$ cat src/hw/rtl/smpc_pkg.sv
// ----------------------------------------------------------------------------
// smpc_pkg
// Types and constants shared by the soil moisture pump controller.
// ----------------------------------------------------------------------------
package smpc_pkg;

    localparam int TIME_W     = 32;
    localparam int MOIST_W    = 16;
    localparam int THRESH_W   = 7;
    localparam int INTERVAL_W = 16;
    localparam int CFG_IDX_W  = 2;
    localparam int CFG_DATA_W = 16;

    // Largest valid moisture sample in percent
    localparam logic signed [MOIST_W-1:0] MOISTURE_MAX = 16'sd100;

    // Configuration register indexes
    localparam logic [CFG_IDX_W-1:0] CFG_LOW_THRESHOLD  = 2'd0;
    localparam logic [CFG_IDX_W-1:0] CFG_HIGH_THRESHOLD = 2'd1;
    localparam logic [CFG_IDX_W-1:0] CFG_CHECK_INTERVAL = 2'd2;
    localparam logic [CFG_IDX_W-1:0] CFG_WATER_DURATION = 2'd3;

    // Configuration reset values
    localparam logic [THRESH_W-1:0]   LOW_THRESHOLD_RST  = 7'd30;
    localparam logic [THRESH_W-1:0]   HIGH_THRESHOLD_RST = 7'd70;
    localparam logic [INTERVAL_W-1:0] CHECK_INTERVAL_RST = 16'd60;
    localparam logic [INTERVAL_W-1:0] WATER_DURATION_RST = 16'd10;

    typedef enum logic [1:0] {
        IND_NORMAL    = 2'd0,
        IND_WATERING  = 2'd1,
        IND_LOW_ALERT = 2'd2,
        IND_ERROR     = 2'd3
    } indicator_t;

    typedef struct packed {
        logic [THRESH_W-1:0]   low_threshold;
        logic [THRESH_W-1:0]   high_threshold;
        logic [INTERVAL_W-1:0] check_interval_s;
        logic [INTERVAL_W-1:0] watering_duration_s;
    } cfg_t;

    typedef struct packed {
        logic [TIME_W-1:0] last_check_time;
        logic [TIME_W-1:0] pump_start_time;
        logic [TIME_W-1:0] last_water_time;
        logic              pump_on;
        logic              manual_mode;
        indicator_t        indicator;
    } ctrl_state_t;

endpackage

$ cat src/hw/rtl/smpc_if.sv
// ----------------------------------------------------------------------------
// smpc_if
// Valid/ready channels carrying sample requests and controller results.
// ----------------------------------------------------------------------------
interface smpc_sample_if;
    import smpc_pkg::*;

    logic                      valid;
    logic                      ready;
    logic [TIME_W-1:0]         now_seconds;
    logic signed [MOIST_W-1:0] moisture_percent;
    logic                      manual_request;

    modport source (output valid, output now_seconds, output moisture_percent,
                    output manual_request, input ready);
    modport sink   (input valid, input now_seconds, input moisture_percent,
                    input manual_request, output ready);
endinterface

interface smpc_result_if;
    logic       valid;
    logic       ready;
    logic       pump_running;
    logic [1:0] indicator;
    logic       manual_active;
    logic       sensor_fault;

    modport source (output valid, output pump_running, output indicator,
                    output manual_active, output sensor_fault, input ready);
    modport sink   (input valid, input pump_running, input indicator,
                    input manual_active, input sensor_fault, output ready);
endinterface

$ cat src/hw/rtl/smpc_pass.sv
// ----------------------------------------------------------------------------
// smpc_pass
// One controller pass: next state and fault flag from state, config, sample.
// ----------------------------------------------------------------------------
module smpc_pass
    import smpc_pkg::*;
(
    input  ctrl_state_t               state,
    input  cfg_t                      cfg,
    input  logic [TIME_W-1:0]         now_seconds,
    input  logic signed [MOIST_W-1:0] moisture_percent,
    input  logic                      manual_request,
    output ctrl_state_t               state_next,
    output logic                      fault
);

    logic [TIME_W-1:0]   since_check;
    logic [TIME_W-1:0]   since_start;
    logic [TIME_W-1:0]   since_water;
    logic [TIME_W-1:0]   since_start_mid;
    logic [TIME_W-1:0]   interval_ext;
    logic [TIME_W-1:0]   duration_ext;
    logic [THRESH_W-1:0] moist_lo;
    logic                manual_eff;
    logic                check_due;
    logic                is_low;
    logic                is_high;
    ctrl_state_t         mid;

    assign interval_ext = {{(TIME_W-INTERVAL_W){1'b0}}, cfg.check_interval_s};
    assign duration_ext = {{(TIME_W-INTERVAL_W){1'b0}}, cfg.watering_duration_s};
    assign since_check  = now_seconds - state.last_check_time;
    assign since_start  = now_seconds - state.pump_start_time;
    assign since_water  = now_seconds - state.last_water_time;

    assign fault      = (moisture_percent < 16'sd0) || (moisture_percent > MOISTURE_MAX);
    // In range the sample fits in seven bits
    assign moist_lo   = moisture_percent[THRESH_W-1:0];
    assign is_low     = moist_lo < cfg.low_threshold;
    assign is_high    = moist_lo > cfg.high_threshold;
    assign manual_eff = state.manual_mode | manual_request;
    assign check_due  = since_check >= interval_ext;

    // Automatic check, before the final run-time check
    always_comb
    begin
        mid = state;
        if (check_due)
        begin
            mid.last_check_time = now_seconds;
            if (is_low && (since_water >= interval_ext))
            begin
                mid.pump_on         = 1'b1;
                mid.indicator       = IND_WATERING;
                mid.pump_start_time = now_seconds;
                mid.last_water_time = now_seconds;
            end
            else if (is_high)
            begin
                mid.pump_on   = 1'b0;
                mid.indicator = IND_NORMAL;
            end
            else if (is_low)
            begin
                mid.indicator = IND_LOW_ALERT;
            end
            else if (!state.pump_on)
            begin
                mid.indicator = IND_NORMAL;
            end
        end
    end

    assign since_start_mid = now_seconds - mid.pump_start_time;

    always_comb
    begin
        state_next = state;
        if (fault)
        begin
            state_next.indicator   = IND_ERROR;
            state_next.pump_on     = 1'b0;
            state_next.manual_mode = 1'b0;
        end
        else if (manual_eff)
        begin
            state_next.manual_mode = 1'b1;
            if (!state.pump_on)
            begin
                state_next.pump_on         = 1'b1;
                state_next.indicator       = IND_WATERING;
                state_next.pump_start_time = now_seconds;
                state_next.last_water_time = now_seconds;
            end
            else if (since_start >= duration_ext)
            begin
                state_next.pump_on     = 1'b0;
                state_next.indicator   = IND_NORMAL;
                state_next.manual_mode = 1'b0;
            end
        end
        else
        begin
            state_next = mid;
            if (mid.pump_on && (since_start_mid >= duration_ext))
            begin
                state_next.pump_on   = 1'b0;
                state_next.indicator = IND_NORMAL;
            end
        end
    end

endmodule

$ cat src/hw/rtl/soil_moisture_pump_controller.sv
// ----------------------------------------------------------------------------
// soil_moisture_pump_controller
// Pump controller: one moisture sample request in, one pump result out.
// ----------------------------------------------------------------------------
// Usage:
//   sample  - valid/ready request channel carrying now_seconds,
//             moisture_percent and manual_request. A request is taken at a
//             rising edge where valid and ready are both high.
//   result  - valid/ready channel carrying pump_running, indicator,
//             manual_active and sensor_fault, one result per request.
//   cfg_*   - plain write port for the four control registers; write only
//             while no request is in flight.
// Path: a request sits in the input register, the pass logic evaluates
//   it and the result register takes the result when the pass stage
//   advances.
// Throughput: one request per cycle while results are taken; the pass
//   logic is combinational, so back-to-back requests see each other's state.
// Reset: all state registers clear, the pump is off, manual mode is off and
//   the configuration returns to its defaults (30, 70, 60 s, 10 s).
// Stall: while the result is not taken the result register holds; the input
//   register still accepts one more request, after which ready drops.
// ----------------------------------------------------------------------------
module soil_moisture_pump_controller
    import smpc_pkg::*;
(
    input  logic                  clk,
    input  logic                  rst_n,
    input  logic                  cfg_write_en,
    input  logic [CFG_IDX_W-1:0]  cfg_index,
    input  logic [CFG_DATA_W-1:0] cfg_data,
    smpc_sample_if.sink           sample,
    smpc_result_if.source         result
);

    // Configuration registers
    cfg_t        cfg_reg;

    // Input register
    logic                      s1_valid_reg;
    logic [TIME_W-1:0]         s1_now_reg;
    logic signed [MOIST_W-1:0] s1_moist_reg;
    logic                      s1_manual_reg;

    // Controller state
    ctrl_state_t state_reg;
    ctrl_state_t state_next;
    logic        fault;

    // Result register
    logic        res_valid_reg;
    logic        res_pump_reg;
    indicator_t  res_ind_reg;
    logic        res_manual_reg;
    logic        res_fault_reg;

    logic        advance;
    logic        take;

    // Advance the pass stage whenever the result register is free or drains
    assign advance      = !res_valid_reg || result.ready;
    assign sample.ready = !s1_valid_reg || advance;
    assign take         = sample.valid && sample.ready;

    // Configuration writes
    always_ff @(posedge clk or negedge rst_n)
    begin
        if (!rst_n)
        begin
            cfg_reg.low_threshold       <= LOW_THRESHOLD_RST;
            cfg_reg.high_threshold      <= HIGH_THRESHOLD_RST;
            cfg_reg.check_interval_s    <= CHECK_INTERVAL_RST;
            cfg_reg.watering_duration_s <= WATER_DURATION_RST;
        end
        else if (cfg_write_en)
        begin
            case (cfg_index)
                CFG_LOW_THRESHOLD:  cfg_reg.low_threshold       <= cfg_data[THRESH_W-1:0];
                CFG_HIGH_THRESHOLD: cfg_reg.high_threshold      <= cfg_data[THRESH_W-1:0];
                CFG_CHECK_INTERVAL: cfg_reg.check_interval_s    <= cfg_data;
                CFG_WATER_DURATION: cfg_reg.watering_duration_s <= cfg_data;
                default:            cfg_reg <= cfg_reg;
            endcase
        end
    end

    // Input register: hold the request until the pass stage advances
    always_ff @(posedge clk or negedge rst_n)
    begin
        if (!rst_n)
        begin
            s1_valid_reg <= 1'b0;
        end
        else if (take)
        begin
            s1_valid_reg <= 1'b1;
        end
        else if (advance)
        begin
            s1_valid_reg <= 1'b0;
        end
    end

    always_ff @(posedge clk)
    begin
        if (take)
        begin
            s1_now_reg    <= sample.now_seconds;
            s1_moist_reg  <= sample.moisture_percent;
            s1_manual_reg <= sample.manual_request;
        end
    end

    smpc_pass u_pass (
        .state            (state_reg),
        .cfg              (cfg_reg),
        .now_seconds      (s1_now_reg),
        .moisture_percent (s1_moist_reg),
        .manual_request   (s1_manual_reg),
        .state_next       (state_next),
        .fault            (fault)
    );

    // Controller state: commit the pass when its result is registered
    always_ff @(posedge clk or negedge rst_n)
    begin
        if (!rst_n)
        begin
            state_reg.last_check_time <= '0;
            state_reg.pump_start_time <= '0;
            state_reg.last_water_time <= '0;
            state_reg.pump_on         <= 1'b0;
            state_reg.manual_mode     <= 1'b0;
            state_reg.indicator       <= IND_NORMAL;
        end
        else if (advance && s1_valid_reg)
        begin
            state_reg <= state_next;
        end
    end

    // Result register
    always_ff @(posedge clk or negedge rst_n)
    begin
        if (!rst_n)
        begin
            res_valid_reg <= 1'b0;
        end
        else if (advance)
        begin
            res_valid_reg <= s1_valid_reg;
        end
    end

    always_ff @(posedge clk)
    begin
        if (advance && s1_valid_reg)
        begin
            res_pump_reg   <= state_next.pump_on;
            res_ind_reg    <= state_next.indicator;
            res_manual_reg <= state_next.manual_mode;
            res_fault_reg  <= fault;
        end
    end

    assign result.valid         = res_valid_reg;
    assign result.pump_running  = res_pump_reg;
    assign result.indicator     = res_ind_reg;
    assign result.manual_active = res_manual_reg;
    assign result.sensor_fault  = res_fault_reg;

    // A faulty sample always drops the pump and manual mode
    a_fault_safe: assert property (@(posedge clk) disable iff (!rst_n)
        res_valid_reg && res_fault_reg |->
            !res_pump_reg && !res_manual_reg && (res_ind_reg == IND_ERROR))
        else $error("fault result with pump or manual mode active");

    // The committed state matches the result just registered
    a_state_mirror: assert property (@(posedge clk) disable iff (!rst_n)
        advance && s1_valid_reg |=>
            (res_pump_reg == state_reg.pump_on) &&
            (res_manual_reg == state_reg.manual_mode) &&
            (res_ind_reg == state_reg.indicator))
        else $error("result register out of step with controller state");

    // A held request never gets overwritten by a new one
    a_no_overrun: assert property (@(posedge clk) disable iff (!rst_n)
        s1_valid_reg && !advance |-> !sample.ready)
        else $error("input register accepted over a held request");

    // The state only changes when a pass commits
    a_state_hold: assert property (@(posedge clk) disable iff (!rst_n)
        !(advance && s1_valid_reg) |=> $stable(state_reg))
        else $error("controller state changed without a pass");

endmodule

$ cat src/flat_wrapper.sv
// flat-port wrapper written by rule: the top's interface ports become plain ports
module soil_moisture_pump_controller_flat import smpc_pkg::*;
  (clk, rst_n, cfg_write_en, cfg_index, cfg_data, sample_valid, sample_now_seconds, sample_moisture_percent, sample_manual_request, sample_ready, result_valid, result_pump_running, result_indicator, result_manual_active, result_sensor_fault, result_ready);
  smpc_sample_if sample_i ();
  smpc_result_if result_i ();
  input  logic clk;
  input  logic rst_n;
  input  logic cfg_write_en;
  input  logic [CFG_IDX_W-1:0] cfg_index;
  input  logic [CFG_DATA_W-1:0] cfg_data;
  input wire logic [$bits(sample_i.valid)-1:0] sample_valid;
  input wire logic [$bits(sample_i.now_seconds)-1:0] sample_now_seconds;
  input wire logic [$bits(sample_i.moisture_percent)-1:0] sample_moisture_percent;
  input wire logic [$bits(sample_i.manual_request)-1:0] sample_manual_request;
  output wire logic [$bits(sample_i.ready)-1:0] sample_ready;
  output wire logic [$bits(result_i.valid)-1:0] result_valid;
  output wire logic [$bits(result_i.pump_running)-1:0] result_pump_running;
  output wire logic [$bits(result_i.indicator)-1:0] result_indicator;
  output wire logic [$bits(result_i.manual_active)-1:0] result_manual_active;
  output wire logic [$bits(result_i.sensor_fault)-1:0] result_sensor_fault;
  input wire logic [$bits(result_i.ready)-1:0] result_ready;
  assign sample_i.valid = sample_valid;
  assign sample_i.now_seconds = sample_now_seconds;
  assign sample_i.moisture_percent = sample_moisture_percent;
  assign sample_i.manual_request = sample_manual_request;
  assign sample_ready = sample_i.ready;
  assign result_valid = result_i.valid;
  assign result_pump_running = result_i.pump_running;
  assign result_indicator = result_i.indicator;
  assign result_manual_active = result_i.manual_active;
  assign result_sensor_fault = result_i.sensor_fault;
  assign result_i.ready = result_ready;
  soil_moisture_pump_controller u_core (.clk(clk), .rst_n(rst_n), .cfg_write_en(cfg_write_en), .cfg_index(cfg_index), .cfg_data(cfg_data), .sample(sample_i), .result(result_i));
endmodule
$ cat config.mk
export PLATFORM = sky130hd
export DESIGN_NAME = soil_moisture_pump_controller_flat
export DESIGN_NICKNAME = d
export VERILOG_FILES = /design/src/hw/rtl/smpc_pkg.sv /design/src/hw/rtl/smpc_if.sv /design/src/hw/rtl/smpc_pass.sv /design/src/hw/rtl/soil_moisture_pump_controller.sv /design/src/flat_wrapper.sv
export SDC_FILE = /design/constraint.sdc
export NUM_CORES = 1
export LEC_CHECK = 0
export BUFFER_PORTS_ARGS = -buffer_cell sky130_fd_sc_hd__buf_2
export CELL_PAD_IN_SITES_DETAIL_PLACEMENT = 1
export CELL_PAD_IN_SITES_GLOBAL_PLACEMENT = 2
export CORE_UTILIZATION = 40
export DETAILED_ROUTE_END_ITERATION = 8
export HOLD_SLACK_MARGIN = 0.15
export PLACE_DENSITY = 0.82
export SYNTH_ARGS = -nofsm -noshare
export SYNTH_HDL_FRONTEND = slang
export SYNTH_SLANG_ARGS = --single-unit
$ cat constraint.sdc
create_clock -name clk -period 13.8 [get_ports clk]
set_input_delay 2.76 -clock clk [delete_from_list [all_inputs] [get_ports clk]]
set_output_delay 2.76 -clock clk [all_outputs]
set_load 0.1 [all_outputs]
* Word level (Yosys, flattened, before mapping)
Index checks and enable logic that the tools add are counted.
** Word-level totals
- Register bits :: 202
- Input port bits :: 72
- Output and inout bits :: 7
- Word-level logic and storage cells :: 78
** Cells by class
- Add/subtract/negate cells :: 4
- Order comparisons :: 8
- Equal/unequal tests :: 4
- Muxes and demuxes :: 20
- Bitwise logic cells :: 3
- Reduce and logical (&&, ||, !) cells :: 20
** Operator list (count)
- $ge A32 B16 Y1 :: 4
- $mux W64 :: 2
- $sub A32 B32 Y32 :: 4
- $mux W68 :: 1
- $mux W65 :: 1
- $gt A16 B8 Y1 const B :: 1
- $lt A16 B1 Y1 const B :: 1
- $mux W2 :: 7
- $mux W4 :: 2
- $reduce_and A2 Y1 :: 4
- $gt A7 B7 Y1 :: 1
- $lt A7 B7 Y1 :: 1
- $mux W1 :: 7
- $reduce_bool A2 Y1 :: 3
- $reduce_and A5 Y1 :: 1
- $eq A2 B2 Y1 const B :: 2
- $logic_and A1 B1 Y1 :: 4
- $reduce_and A4 Y1 :: 1
- $logic_or A1 B1 Y1 :: 3
- $reduce_and A3 Y1 :: 1
- $eq A2 B1 Y1 const B :: 1
- $logic_not A1 Y1 :: 2
- $logic_not A2 Y1 :: 1
- $ne A2 B2 Y1 const B :: 1
- other kinds (2) :: 3

* Depth between registers and ports, before layout
- Word-level depth :: 11
- Gate-level depth with buffers :: 51
- Gate-level depth less buffers :: 50

* Hierarchy
Synthesis repeated with hierarchy kept, for this count alone.
** Second synthesis, totals
- Cells, all modules :: 2096
- Area total of the unflattened synthesis :: 18660.4 um^2
** By module, submodules not included
- smpc_pass :: instances 1, cells each 1724, area each 11462.2 um^2, sequential area each 0.0 um^2
- soil_moisture_pump_controller :: instances 1, cells each 372, area each 7198.2 um^2, sequential area each 5341.4 um^2

* Worst setup path before layout
No wires, ideal clock.
- Path kind :: register to register
- Start point :: register u_core.s1_now_reg[0]
- End point :: register u_core.state_reg[3] (netlist bit)
- Setup time :: 0.092 ns
- Arrival time :: 9.439 ns
- Required time :: 13.708 ns
- Setup slack :: 4.270 ns
- Stages on the path, launching flop included :: 49
- Path buffers :: 2
- Period minus slack after synthesis :: 9.530 ns
- Path through :: edfxtp_1 inv_1 ha_1 inv_1 fa_1 a211oi_1 o21ai_1 a211oi_2 nor2_1 nor2_1 xnor2_1 ha_1 a21o_1 nand2_1 o2111ai_1 a211o_1 or3_1 nand4bb_1 [13 not listed] maj3_1 o21ai_0 o21ai_0 maj3_1 a22oi_1 o21bai_1 xor2_1 ha_1 o21a_1 o21ai_0 a21oi_1 a2111o_1 a2111o_1 a311oi_1 o2111ai_1 nor4_4 a311oi_1 o31ai_2
** Between the ends
- Cells in the longest elaborated chain, start to end :: 11
- Elaborated cells on any way between the ends :: 18
- Classes of those cells :: 4 x add/sub; 4 x order compare; 8 x mux; 2 x reduce/logical
** Ends and longest elaborated chain
- from (decl) :: RTL line soil_moisture_pump_controller.sv:40 : logic [TIME_W-1:0] s1_now_reg;
- from (signal assigned) :: RTL line soil_moisture_pump_controller.sv:107 : s1_now_reg <= sample.now_seconds;
- $sub A32 B32 Y32 :: RTL line smpc_pass.sv:34 : assign since_water = now_seconds - state.last_water_time;
- $ge A32 B16 Y1 :: RTL line smpc_pass.sv:51 : if (is_low && (since_water >= interval_ext))
- $logic_and A1 B1 Y1 :: RTL line smpc_pass.sv:51
- $mux W64 :: RTL line smpc_pass.sv:51
- $mux W65 :: RTL line smpc_pass.sv:48 : if (check_due)
- $sub A32 B32 Y32 :: RTL line smpc_pass.sv:74 : assign since_start_mid = now_seconds - mid.pump_start_time;
- $ge A32 B16 Y1 :: RTL line smpc_pass.sv:105 : if (mid.pump_on && (since_start_mid >= duration_ext))
- $logic_and A1 B1 Y1 :: RTL line smpc_pass.sv:105
- $mux W1 :: RTL line smpc_pass.sv:105
- $mux W68 (*) :: RTL line smpc_pass.sv:85 : else if (manual_eff)
- $mux W4 (*) :: RTL line smpc_pass.sv:79 : if (fault)
- to (signal assigned) :: RTL line soil_moisture_pump_controller.sv:137 : state_reg <= state_next;
- to (decl) :: RTL line soil_moisture_pump_controller.sv:45 : ctrl_state_t state_reg;
Mark *: on every way between the ends. The rest lies on a longest branch, timed or not. The select of a mux whose other input is x is not followed.
A chain may end at the register's enable or synchronous reset.

* Worst setup path after layout
Same ends and word-level chain as after synthesis.

==> summary.md <==
| Metric | Value |
|---|---|
| Status | `complete, no violations` |
| Worst EP required | `14.24 ns` |
| First-pass GRT wire length | `89.9 mm` |
| CTS-repair resized insts | `0` |
| Clk slew on worst S/H paths | `around 0.06 ns` |
| VDD IR max | `around 0.1 mV` |
| Maximum root-to-sink buffer count | `3` |
| Crit-path max FO | `60` |
| R2r endpoint | `u_core.state_reg[3]$_DFFE_PN0P_` |
| Post-Synthesis Net Count | `2218` |
| WP data arrival | `about 12 ns` |
| Core Region | `slightly above 40000 sq um` |
| Total setup buffers inserted after CTS | `0` |
| Cts hold-fix bufs | `0` |
| H-tree levels | `1` |
| CTS tree | `done` |
| Worst reg2reg path depth | `48` |
| WHS | `around 0.50 ns` |
| Clock latency on the worst-skew pair | `0.56 ns` |
| Sink Count | `202` |
| Die height | `207 um` |
| Post-detail-place hpwl | `between 40 and 50 mm` |
| Ant diodes | `0` |
| Max reg flops | `100` |
| Gp weighted congestion | `0.942` |
| Buffers on Ports | `78` |
| Sequential element share of the synthesized area | `31.7%` |
| Per-cell routed wire length | `~23 um` |
| Synth Register Bits | `202` |
| # IOs | `79` |
| Largest net degree at the start of global routing | `93` |
| Crit path time final | `around 12 ns` |
| WS Path Type | `register to register` |
| P_leak | `8.41 nW` |
| Normalized max-slew margin | `26.1%` |
| Cts bufs inserted | `24` |
| Clk_skew | `0.0367 ns` |
| Cells after Synth | `1944` |
| Final Setup Violations | `0` |
| Final net count | `2271` |
| Grt ovf | `0` |
| Die area | `42900 sq um` |
| Yosys warns | `0` |
| Hold endpoint | `u_core.result.valid$_DFFE_PN0P_` |
| FP Rows | `74` |
| Final ANT Viol Nets | `0` |
| Worst-margin pin slew | `1.11 ns` |
| Crit path launch type | `register` |
| # fillers | `roughly 4.8k` |
| CP max-delay cell | `and4_1` |
| Hold path depth | `1` |
| Most used DFF post-synth | `dfrtp_1` |
| Syn_area_per_cell | `8.66 sq um` |
| CTS root buf | `clkbuf_16` |
| Vias/cell | `5.95` |
| Routed WL | `57.7 mm` |
| Setup ws final | `~2.2 ns` |
| Async SR Flop Fraction | `73.3%` |
| HP Start | `u_core.s1_valid_reg$_DFFE_PN0P_` |
| Number of distinct library cells after synthesis | `between 80 and 90` |
| FF-to-FF Start | `u_core.s1_now_reg[0]$_DFFE_PP_` |
| Crit end category | `register` |
| DP Worst Slack | `2.35 ns` |
| First DRT Iteration DRCs | `827` |
| R2R setup slack | `between 2 and 2.5 ns` |
| Setup TNS | `0 ns` |
| Final instance area | `18600 sq um` |
| Total number of vias | `15.2k` |
| PD cells | `117 nW/um^2` |
| Worst path max stage delay | `0.61 ns` |
| Hold WC Path Type | `register to register` |
| Max Slew Vio Count | `0` |
| GRT Overall Usage | `around a quarter` |
| Hold Fails Final Rpt | `0` |
| Synth Cell Area | `16800 sq um` |
| Initial antenna violation count | `1` |
| Initial Utilization | `40.8%` |
| Chip width | `207 um` |
| Cell Area, Placed | `around 18000 sq um` |
| Final Cycle Share | `84.4%` |
| Fmax | `85.9 MHz` |
| TritonRoute pass-1 iters | `7` |
| Synth-to-layout area growth | `10.6%` |
| Max Cap Viol | `0` |
| Layout cell share with drive strength beyond 1 | `11.9%` |
| Unrepaired setup endpoints after global routing | `false` |
| Vias in the first global route | `15.6k` |
| # DRC | `0` |
| Post-synth EDFFs | `54` |
| CP Launch Point | `u_core.s1_now_reg[0]$_DFFE_PP_` |
## worst max-delay path, delay by kind of cell, from the launching register on
family / cells / cell delay [ns]
AOI/OAI and AO/OA: 24 / 5.44
and+or+nand+nor: 12 / 2.45
adders and majority gates: 7 / 2.31
buffers and inverters: 3 / 0.57
DFF: 1 / 0.41
xor gates and xnor gates: 2 / 0.29
## logic make-up (layout without fill, tap and decap cells)
logic type / Yosys count / in the layout / share of synthesized area [%]
AO/OA/AOI/OAI: 601 / 601 / 22.6
AND/OR/NAND/NOR: 532 / 532 / 15.3
buffers and inverters: 245 / 316 / 5.52
adder cells (fa/ha/maj): 206 / 206 / 15.4
flip-flops: 202 / 202 / 31.7
multiplexers: 82 / 82 / 5.42
XOR/XNOR: 76 / 76 / 3.96
## power by group
group	leakage, nW	internal, mW	switching [mW]	total (mW)
Clock	0.430	0.419	0.274	0.693
Sequential	2.14	0.666	0.0402	0.706
Combinational	5.84	0.300	0.482	0.782
Total	8.41	1.38	0.796	2.18
## worst max path at each step
stage | to | slack [ns] | depth (start not counted)
final | u_core.state_reg[3]$_DFFE_PN0P_ | 2.15 | 48
after global routing | u_core.state_reg[3]$_DFFE_PN0P_ | 1.38 | 48
after CTS | u_core.state_reg[3]$_DFFE_PN0P_ | 2.25 | 48
after detailed placement | u_core.state_reg[3]$_DFFE_PN0P_ | 2.35 | 48
after global placement | u_core.state_reg[3]$_DFFE_PN0P_ | 2.64 | 48
after floorplan | u_core.state_reg[3]$_DFFE_PN0P_ | 4.27 | 48
## metrics by stage
stage | instances | util, % | power, mW
after floorplan | 1944 | - | 1.24
after global placement | 2503 | 43.0 | 1.47
after detailed placement | 2503 | 43.0 | 1.49
after CTS | 2547 | 45.2 | 2.19
after global routing | 2547 | 45.2 | 2.31
final | 2547 | 45.2 | 2.18
## layout make-up
cell class / instances / area (sq um) / area share (%)
sequential: 202 / 5340 / 28.7
timing repair buffer: 84 / 442 / 2.37
inverter: 188 / 706 / 3.79
clock buffer: 32 / 704 / 3.79
tap: 532 / 666 / 3.58
multi-input combinational: 1497 / 10600 / 56.8
clock inverter: 12 / 171 / 0.921
## synth_stat cells (9+ instances only)
master / number / area [sq um]
xnor2_1: 47 / 412
clkbuf_1: 48 / 180
inv_1: 188 / 706
dfstp_2: 13 / 342
xor2_1: 29 / 254
mux2i_1: 9 / 90.1
o21ai_0: 169 / 846
nor3_1: 34 / 170
nand2b_1: 26 / 163
edfxtp_1: 54 / 1620
o2111ai_1: 10 / 87.6
a211oi_1: 19 / 143
o31ai_1: 11 / 82.6
nand3_1: 21 / 105
nor2_1: 136 / 510
o211ai_1: 15 / 113
mux2_2: 73 / 822
nand2_1: 168 / 631
a31oi_1: 17 / 106
ha_1: 198 / 2480
or3_1: 17 / 106
nand4_1: 37 / 231
nor2b_1: 21 / 131
a21oi_1: 167 / 836
a21o_1: 46 / 345
and3_1: 22 / 138
dfrtp_1: 135 / 3380
o21bai_1: 15 / 113
o21a_1: 26 / 195
## layer usage
| metal | GRT usage (%) | up-vias | wire, um |
|---|---|---|---|
| li1 | - | 7179 | - |
| met1 | 37.0 | 7536 | 27200 |
| met2 | 44.0 | 357 | 26600 |
| met3 | 2.93 | 79 | 2470 |
| met4 | 7.31 | 0 | 1450 |
| met5 | 0 | - | 0 |
## cells in the final DEF, fill, tap and decap left out, drive strengths merged, types with 9 or more instances in the layout
master	synthesis	routed
nand4	37	37
nor4	10	10
and3	22	22
o31ai	13	13
mux2i	9	9
a2111oi	10	10
clkinv	0	9
nand3	21	21
nand2	168	168
a31oi	17	17
xnor2	47	47
nor2	136	136
a21boi	10	10
buf	9	84
o2111ai	11	11
inv	188	188
o211ai	15	15
o21bai	15	15
mux2	73	73
xor2	29	29
or3	17	17
a21oi	167	167
o21ai	176	176
o21a	26	26
a211oi	21	21
edfxtp	54	54
dfrtp	135	135
nor2b	21	21
ha	198	198
a21o	46	46
nor3	34	34
dfstp	13	13
clkbuf	48	32
nand2b	26	26
No activity file was read; power rests on OpenSTA's default activity.
